**config.mk**
```make
export PLATFORM = sky130hd
export DESIGN_NAME = one_shot_periodic_timer_bank_top
export DESIGN_NICKNAME = d
export VERILOG_FILES = /design/src/design/tmr_pkg.sv /design/src/design/one_shot_periodic_timer_bank_top.sv /design/src/design/tmr_cell.sv /design/src/design/tmr_unit.sv
export SDC_FILE = /design/constraint.sdc
export NUM_CORES = 2
export LEC_CHECK = 0
export ABC_CLOCK_PERIOD_IN_PS = 4800
export BUFFER_PORTS_ARGS = -buffer_cell sky130_fd_sc_hd__buf_2
export CORE_ASPECT_RATIO = 1.2
export CORE_UTILIZATION = 45
export CTS_BUF_LIST = sky130_fd_sc_hd__clkbuf_16
export CTS_CLUSTER_DIAMETER = 30
export CTS_CLUSTER_SIZE = 30
export DETAILED_ROUTE_END_ITERATION = 8
export PLACE_DENSITY = 0.68
export SETUP_SLACK_MARGIN = 0.2
export SYNTH_ARGS = -nofsm -noshare
export SYNTH_HDL_FRONTEND = slang
export SYNTH_HIERARCHICAL = 1
export SYNTH_SLANG_ARGS = --single-unit
export TNS_END_PERCENT = 50
```
**constraint.sdc**
```tcl
create_clock -name clk_i -period 4.8 [get_ports clk_i]
set_clock_uncertainty 0.15 [all_clocks]
set_input_delay 0.24 -clock clk_i [delete_from_list [all_inputs] [get_ports clk_i]]
set_output_delay 0.24 -clock clk_i [all_outputs]
set_load 0.02 [all_outputs]
```
**src/design/tmr_pkg.sv**
```systemverilog
// Shared types and constants for the one-shot and periodic timer bank.
package tmr_pkg;

  localparam int unsigned NumTimersDef = 16;
  localparam int unsigned TimeBitsDef  = 48;
  localparam int unsigned MaskW        = 16;
  localparam int unsigned IndexW       = 4;
  localparam int unsigned DelayW       = 32;
  localparam int unsigned PeriodW      = 32;
  localparam int unsigned InTimeW      = 48;

  typedef enum logic [1:0] {
    ACT_ARM    = 2'd0,
    ACT_CANCEL = 2'd1,
    ACT_QUERY  = 2'd2,
    ACT_TICK   = 2'd3
  } tmr_action_e;

  typedef struct packed {
    tmr_action_e         action;
    logic [IndexW-1:0]   timer_index;
    logic [DelayW-1:0]   delay;
    logic [PeriodW-1:0]  repeat_interval;
    logic                one_shot;
    logic [InTimeW-1:0]  current_time;
    logic                paused;
  } tmr_in_t;

  typedef struct packed {
    logic [MaskW-1:0] fired_mask;
    logic             is_armed;
  } tmr_out_t;

  typedef struct packed {
    logic fire;
    logic armed_hit;
  } tmr_flags_t;

endpackage

```
**src/design/one_shot_periodic_timer_bank_top.sv**
```systemverilog
// Top level of the timer bank: command control, ring of timer cells and result register.
//
// Usage: drive item_i and raise start; the item transfers at the rising edge where start
// is high and busy is low. Actions are arm, cancel, query and time tick.
// Every item takes one sweep of the timer ring: the timers rotate past the update unit
// at the ring head, one timer per cycle, and return to their home cells at the end of
// the sweep. The result appears on result_o with done_o high for exactly one
// cycle, right after the sweep; busy drops at the same edge, so the next item can
// transfer in the done cycle. No new item is taken while a sweep is running, since
// the single update unit is shared by all cells.
// Every item gives exactly one result: fired_mask on a tick, is_armed on a query, and
// zeros otherwise. The receiver cannot stall; a result is valid only in its done cycle.
// Reset clears all timers to disarmed, one-shot, due time and period zero, and leaves
// the block idle with no result pending.
module one_shot_periodic_timer_bank_top import tmr_pkg::*; #(
  parameter int unsigned NUM_TIMERS = NumTimersDef,
  parameter int unsigned TIME_BITS  = TimeBitsDef
) (
  input  logic     clk_i,
  input  logic     rst_ni,
  input  logic     start,
  output logic     busy,
  input  tmr_in_t  item_i,
  output logic     done_o,
  output tmr_out_t result_o
);

  localparam int unsigned SlotW = (NUM_TIMERS > 1) ? $clog2(NUM_TIMERS) : 1;

  typedef enum logic [1:0] {
    ST_IDLE  = 2'b01,
    ST_SWEEP = 2'b10
  } state_e;

  state_e state_q, state_d;
  tmr_in_t cmd_q;
  logic [SlotW-1:0] slot_q, slot_d;
  logic [MaskW-1:0] mask_q, mask_d;
  logic armed_hit_q, armed_hit_d;
  logic done_q, done_d;
  logic accept;
  logic shift;
  logic last;

  logic [TIME_BITS-1:0] due_w    [NUM_TIMERS];
  logic [PeriodW-1:0]   period_w [NUM_TIMERS];
  logic                 stop_w   [NUM_TIMERS];
  logic                 armed_w  [NUM_TIMERS];

  logic [TIME_BITS-1:0] due_upd;
  logic [PeriodW-1:0]   period_upd;
  logic                 stop_upd;
  logic                 armed_upd;
  tmr_flags_t           flags;

  assign accept = start && (state_q == ST_IDLE);
  assign shift  = (state_q == ST_SWEEP);
  assign last   = (slot_q == SlotW'(NUM_TIMERS - 1));

  tmr_unit #(
    .TIME_BITS(TIME_BITS),
    .SLOT_W   (SlotW)
  ) u_unit (
    .cmd_i   (cmd_q),
    .slot_i  (slot_q),
    .due_i   (due_w[0]),
    .period_i(period_w[0]),
    .stop_i  (stop_w[0]),
    .armed_i (armed_w[0]),
    .due_o   (due_upd),
    .period_o(period_upd),
    .stop_o  (stop_upd),
    .armed_o (armed_upd),
    .flags_o (flags)
  );

  for (genvar i = 0; i < NUM_TIMERS; i++) begin : g_cell
    if (i == NUM_TIMERS - 1) begin : g_tail
      tmr_cell #(.TIME_BITS(TIME_BITS)) u_cell (
        .clk_i   (clk_i),
        .rst_ni  (rst_ni),
        .shift_i (shift),
        .due_i   (due_upd),
        .period_i(period_upd),
        .stop_i  (stop_upd),
        .armed_i (armed_upd),
        .due_o   (due_w[i]),
        .period_o(period_w[i]),
        .stop_o  (stop_w[i]),
        .armed_o (armed_w[i])
      );
    end else begin : g_body
      tmr_cell #(.TIME_BITS(TIME_BITS)) u_cell (
        .clk_i   (clk_i),
        .rst_ni  (rst_ni),
        .shift_i (shift),
        .due_i   (due_w[i+1]),
        .period_i(period_w[i+1]),
        .stop_i  (stop_w[i+1]),
        .armed_i (armed_w[i+1]),
        .due_o   (due_w[i]),
        .period_o(period_w[i]),
        .stop_o  (stop_w[i]),
        .armed_o (armed_w[i])
      );
    end
  end

  always_comb begin
    state_d     = state_q;
    slot_d      = slot_q;
    mask_d      = mask_q;
    armed_hit_d = armed_hit_q;
    done_d      = 1'b0;
    case (state_q)
      ST_IDLE: begin
        if (start) begin
          state_d     = ST_SWEEP;
          slot_d      = '0;
          mask_d      = '0;
          armed_hit_d = 1'b0;
        end
      end
      ST_SWEEP: begin
        mask_d      = mask_q | (MaskW'(flags.fire) << slot_q);
        armed_hit_d = armed_hit_q | flags.armed_hit;
        if (last) begin
          state_d = ST_IDLE;
          slot_d  = '0;
          done_d  = 1'b1;
        end else begin
          slot_d = slot_q + SlotW'(1);
        end
      end
      default: begin
        state_d = ST_IDLE;
        slot_d  = '0;
      end
    endcase
  end

  always_ff @(posedge clk_i or negedge rst_ni) begin
    if (!rst_ni) begin
      state_q     <= ST_IDLE;
      slot_q      <= '0;
      mask_q      <= '0;
      armed_hit_q <= 1'b0;
      done_q      <= 1'b0;
    end else begin
      state_q     <= state_d;
      slot_q      <= slot_d;
      mask_q      <= mask_d;
      armed_hit_q <= armed_hit_d;
      done_q      <= done_d;
    end
  end

  always_ff @(posedge clk_i) begin
    if (accept) begin
      cmd_q <= item_i;
    end
  end

  assign busy                = (state_q != ST_IDLE);
  assign done_o              = done_q;
  assign result_o.fired_mask = mask_q;
  assign result_o.is_armed   = armed_hit_q;

  a_done_ends_sweep: assert property (@(posedge clk_i) disable iff (!rst_ni)
    $fell(busy) |-> done_o)
    else $error("sweep ended without a result");

  a_done_single: assert property (@(posedge clk_i) disable iff (!rst_ni)
    done_o |=> !done_o)
    else $error("result strobe longer than one cycle");

  a_accept_busy: assert property (@(posedge clk_i) disable iff (!rst_ni)
    accept |=> busy && (slot_q == '0))
    else $error("accepted transfer did not start a sweep");

  a_mask_tick_only: assert property (@(posedge clk_i) disable iff (!rst_ni)
    done_o && (result_o.fired_mask != '0) |-> (cmd_q.action == ACT_TICK))
    else $error("fired mask set on a non-tick item");

  a_armed_query_only: assert property (@(posedge clk_i) disable iff (!rst_ni)
    done_o && result_o.is_armed |-> (cmd_q.action == ACT_QUERY))
    else $error("armed flag set on a non-query item");

endmodule

```
**src/design/tmr_cell.sv**
```systemverilog
// One timer cell of the ring: holds a timer and takes its neighbor's timer on a shift.
module tmr_cell import tmr_pkg::*; #(
  parameter int unsigned TIME_BITS = TimeBitsDef
) (
  input  logic                 clk_i,
  input  logic                 rst_ni,
  input  logic                 shift_i,
  input  logic [TIME_BITS-1:0] due_i,
  input  logic [PeriodW-1:0]   period_i,
  input  logic                 stop_i,
  input  logic                 armed_i,
  output logic [TIME_BITS-1:0] due_o,
  output logic [PeriodW-1:0]   period_o,
  output logic                 stop_o,
  output logic                 armed_o
);

  logic [TIME_BITS-1:0] due_q;
  logic [PeriodW-1:0]   period_q;
  logic                 stop_q;
  logic                 armed_q;

  always_ff @(posedge clk_i or negedge rst_ni) begin
    if (!rst_ni) begin
      due_q    <= '0;
      period_q <= '0;
      stop_q   <= 1'b1;
      armed_q  <= 1'b0;
    end else if (shift_i) begin
      due_q    <= due_i;
      period_q <= period_i;
      stop_q   <= stop_i;
      armed_q  <= armed_i;
    end
  end

  assign due_o    = due_q;
  assign period_o = period_q;
  assign stop_o   = stop_q;
  assign armed_o  = armed_q;

endmodule

```
**src/design/tmr_unit.sv**
```systemverilog
// Update unit at the ring head: applies the current command to one timer.
module tmr_unit import tmr_pkg::*; #(
  parameter int unsigned TIME_BITS = TimeBitsDef,
  parameter int unsigned SLOT_W    = 4
) (
  input  tmr_in_t              cmd_i,
  input  logic [SLOT_W-1:0]    slot_i,
  input  logic [TIME_BITS-1:0] due_i,
  input  logic [PeriodW-1:0]   period_i,
  input  logic                 stop_i,
  input  logic                 armed_i,
  output logic [TIME_BITS-1:0] due_o,
  output logic [PeriodW-1:0]   period_o,
  output logic                 stop_o,
  output logic                 armed_o,
  output tmr_flags_t           flags_o
);

  localparam int unsigned SumW = ((TIME_BITS > DelayW) ? TIME_BITS : DelayW) + 1;
  localparam int unsigned CmpW = (SLOT_W > IndexW) ? SLOT_W : IndexW;
  localparam logic [TIME_BITS-1:0] TimeMax = {TIME_BITS{1'b1}};

  logic [TIME_BITS-1:0] now;
  logic                 hit;
  logic                 is_due;
  logic [SumW-1:0]      op_a;
  logic [SumW-1:0]      op_b;
  logic [SumW-1:0]      sum;
  logic [TIME_BITS-1:0] sum_sat;

  assign now    = TIME_BITS'(cmd_i.current_time);
  assign hit    = (CmpW'(cmd_i.timer_index) == CmpW'(slot_i));
  assign is_due = armed_i && (due_i <= now);

  assign op_a    = (cmd_i.action == ACT_ARM) ? SumW'(now) : SumW'(due_i);
  assign op_b    = (cmd_i.action == ACT_ARM) ? SumW'(cmd_i.delay) : SumW'(period_i);
  assign sum     = op_a + op_b;
  assign sum_sat = (sum > SumW'(TimeMax)) ? TimeMax : TIME_BITS'(sum);

  always_comb begin
    due_o             = due_i;
    period_o          = period_i;
    stop_o            = stop_i;
    armed_o           = armed_i;
    flags_o.fire      = 1'b0;
    flags_o.armed_hit = 1'b0;
    case (cmd_i.action)
      ACT_ARM: begin
        if (hit) begin
          due_o    = sum_sat;
          period_o = cmd_i.repeat_interval;
          stop_o   = cmd_i.one_shot;
          armed_o  = 1'b1;
        end
      end
      ACT_CANCEL: begin
        if (hit) begin
          armed_o = 1'b0;
        end
      end
      ACT_QUERY: begin
        flags_o.armed_hit = hit && armed_i;
      end
      ACT_TICK: begin
        if (is_due) begin
          flags_o.fire = !cmd_i.paused;
          if (stop_i) begin
            armed_o = 1'b0;
          end else begin
            due_o = sum_sat;
          end
        end
      end
      default: begin
        armed_o = armed_i;
      end
    endcase
  end

endmodule
```
==> summary.txt <==
FF+latch count, synth: 1456
GR Util met2: 27.1%
HP Class: in -> reg
latest clock arrival within the worst-skew pair: 900 ps
most frequent cells in the layout: dfrtp_1 (1319), mux2_4 (1280), clkbuf_16 (302)
M1 GR Usage: 25.3%
Gate power share: 13.1%
Post-Route Utilization: 54.6%
sequential area share after synthesis: 56.5%
GRT Total Usage: 18.0%
Die Wd: 350 µm
Yosys cell types: 77
core area: 145000 µm²
antenna-violating nets left: 0
status: finished, final reports clean
Post-synth EDFFs: 120
Design Power: 38.4 mW
Max transition margin: 32.8%
Slew @ Worst Pin: 1010 ps
Yosys top cell area share: 50.3%
hold_ws: 135 ps
Crit path required time: 5400 ps
Sw Pwr: 10.0 mW
crit-path cells: inv_2, ha_4, buf_12, mux2_2, ha_1, a2111o_1, o32ai_2, inv_1, o31a_1, o31a_2, buf_4, a31oi_4, a211oi_1, a211o_1, mux2_4
clock share of power: 51.7%
Max Buffers Root-to-Sink: 4
DPL Wire Length: 76100 µm
post-synthesis async set-or-reset flop share: 91.8%
drt pass-1 iters: 5
largest net degree at the start of global routing: 148
Worst EP arrival: 4990 ps
cts bufs inserted: 292
via count: 32700
P_leak: 38.1 nW
PortBufs: 141
Die Y: 420 µm
busiest grt layer: met2
root buffer cell: clkbuf_16
syn nets: 3995
Worst setup SP type: flop
DRT iter0 DRCs: 1894
Sw Ratio: 26.2%
area delta synth->final: 20.6%
Area contributors post-synth: dfrtp_1 (50%), mux2_4 (29%), edfxtp_1 (5.5%), buf_12 (3.9%), mux2_2 (2.3%)
antenna violations before repair: 5
layout cells sized above 1: 47.2%
GPL Wtd Cong: 0.860
PD cells: 486 nW/µm²
Total Wirelength: 130000 µm
row count: 153
sequential power share: 35.2%
cell family with most CP delay: compound AO/OA/AOI/OAI gates
crit share post-route: 91.6%
Max Fanout on Critical Path: 11
Max Clk Rate: 0.227 GHz
Setup CP Type: reg -> reg
vias in the first global route: 36000
GRT Residual Overflow: 0
Post-Syn Instances: 3785
Netlist Area Pre-Place: 65600 µm²
most common cell after layout, fill and taps aside: dfrtp_1
Max Slew Vio Count: 0
Final Hold Viols: 0
Buf+Inv Stages, Crit Path: 4
Via-to-Cell Ratio: 5.01
biggest area consumer among synthesized cells: dfrtp_1
Reg clk slew, reported paths: 50 ps
VDD IR max: 396 µV
DRC Markers: 0
Final Setup Violations: 0
wire per inst: 19.8 µm
CTS Sinks: 1456
Ports: 142
Synth Flop Type: dfrtp_1
GR Util met3: 3.95%
Post-Syn Area per Cell: 17.3 µm²
die area: 147000 µm²
CTS tree: done
Final nets: 4582
TNS Setup: 0 ps
fillers: 11200
Max-Cap Viols: 0
CP max stage cell: edfxtp_1
Internal: 28.4 mW
htree depth: 5
crit-path max cell delay: 430 ps
first-pass GRT wire length: 209000 µm
Period minus WS final: 4400 ps
Yosys Warn Count: 6
Crit. End Element: flop
Initial Utilization: 45.3%
unrepaired setup endpoints after global routing: no
worst reg2reg max path, stage by stage, from the launching register on:
cell      delay, ps
edfxtp_1        430
inv_2           140
ha_4            280
buf_12          170
mux2_2          340
ha_1            290
a2111o_1        420
o32ai_2         340
inv_1            80
o31a_1          340
o31a_2          430
buf_4           190
a31oi_4         140
a211oi_1         60
a211o_1         230
mux2_4          260
through the flow:
step	area [µm²]	setup slack, ps	cells
final	79100	403	6530
after CTS	79000	230	6525
after detailed placement	66800	127	5766
after global routing	79100	228	6528
after global placement	66800	236	5766
after floorplan	65600	169	3785
registers in the layout (all words and copies together), names as in the netlist:
register	cells
done_o	1
cmd_q	120
g_cell.g_body.u_cell/due_o	720
armed_hit_q	1
g_cell.g_tail.u_cell/stop_o	1
state_q	2
slot_q	4
g_cell.g_tail.u_cell/due_o	48
g_cell.g_body.u_cell/stop_o	15
g_cell.g_body.u_cell/armed_o	15
g_cell.g_body.u_cell/period_o	480
g_cell.g_tail.u_cell/armed_o	1
mask_q	16
g_cell.g_tail.u_cell/period_o	32
worst paths after layout:
kind | from | to | slack, ps | cells past startpoint
worst max-delay path | cmd_q[118] | g_cell[15].g_tail.u_cell/due_o[39] | 400 | 15
worst min-delay path | start | slot_q[0] | 140 | 5
worst max register to register | cmd_q[118] | g_cell[15].g_tail.u_cell/due_o[39] | 400 | 15
worst min register to register | g_cell[14].g_body.u_cell/due_o[27] | g_cell[13].g_body.u_cell/due_o[27] | 300 | 1
max in group asynchronous | rst_ni | g_cell[7].g_body.u_cell/period_o[14] | 2960 | 4
min in group asynchronous | rst_ni | g_cell[4].g_body.u_cell/due_o[3] | 380 | 3
layer usage:
layer	part of all wire, %	wire [µm]	up-vias
met2	46	59100	671
met4	3.0	3830	0
met3	4.1	5330	234
met5	0	0	-
met1	47	61300	17000
li1	-	-	14800
repair_timing:
action                                  4_1_cts  5_1_grt
endpoints found under the setup margin        9       15
resized for setup                             1        8
pin swaps                                     1        1
buffers inserted                              3        2
hold buffers                                244        0
hold endpoints to repair                    542        0
power by group through the flow:
stage | sequential (mW) | combinational, mW | clock, mW
after floorplan | 13.4 | 4.91 | 0
after global placement | 13.7 | 4.79 | 0
after detailed placement | 13.7 | 4.84 | 0
after CTS | 13.5 | 5.04 | 20.2
after global routing | 13.6 | 5.36 | 20.9
final | 13.5 | 5.03 | 19.9
final cells by class:
class	count	area [µm²]	area share, %
flip-flops and latches	1456	37100	46.9
diodes	3	7.51	0.00949
clock buffers	302	7560	9.56
clock inverters	210	2130	2.70
repair buffers	481	4270	5.40
inverters	72	283	0.358
multi-input cells	2069	25300	32.0
well taps	1937	2420	3.07
cells in the mapped netlist, types with 4 or more instances:
cell type,count
a32o_1,7
buf_4,4
nor2b_1,9
a21oi_1,81
nor3b_1,7
nor2_1,44
nand2b_1,9
a31oi_1,10
nand4_1,23
clkbuf_1,23
edfxtp_1,120
dfstp_2,17
o21bai_1,6
or2_2,7
xor2_1,12
nand2_1,94
o21a_1,7
mux2_2,135
a22o_1,19
and3_1,8
buf_12,128
a21o_1,26
mux2_4,1280
xnor2_1,20
ha_1,86
o211ai_1,5
dfrtp_1,1319
o21ai_1,7
buf_2,10
o21ai_0,57
mux2i_1,16
a211oi_1,4
buf_1,4
a221o_1,9
buf_6,19
nand3b_1,4
nor3_1,8
nand3_1,18
inv_1,71
kinds of logic after synthesis:
family	Yosys count	synth area share (%)
xor gates and xnor gates	32	0.427
buffers and inverters	260	4.92
muxes	1431	31.9
DFF	1456	56.5
adders and majority gates	87	1.67
AOI/OAI and AO/OA	270	2.72
and+or+nand+nor	249	1.89
No activity file was read; power rests on OpenSTA's default activity.
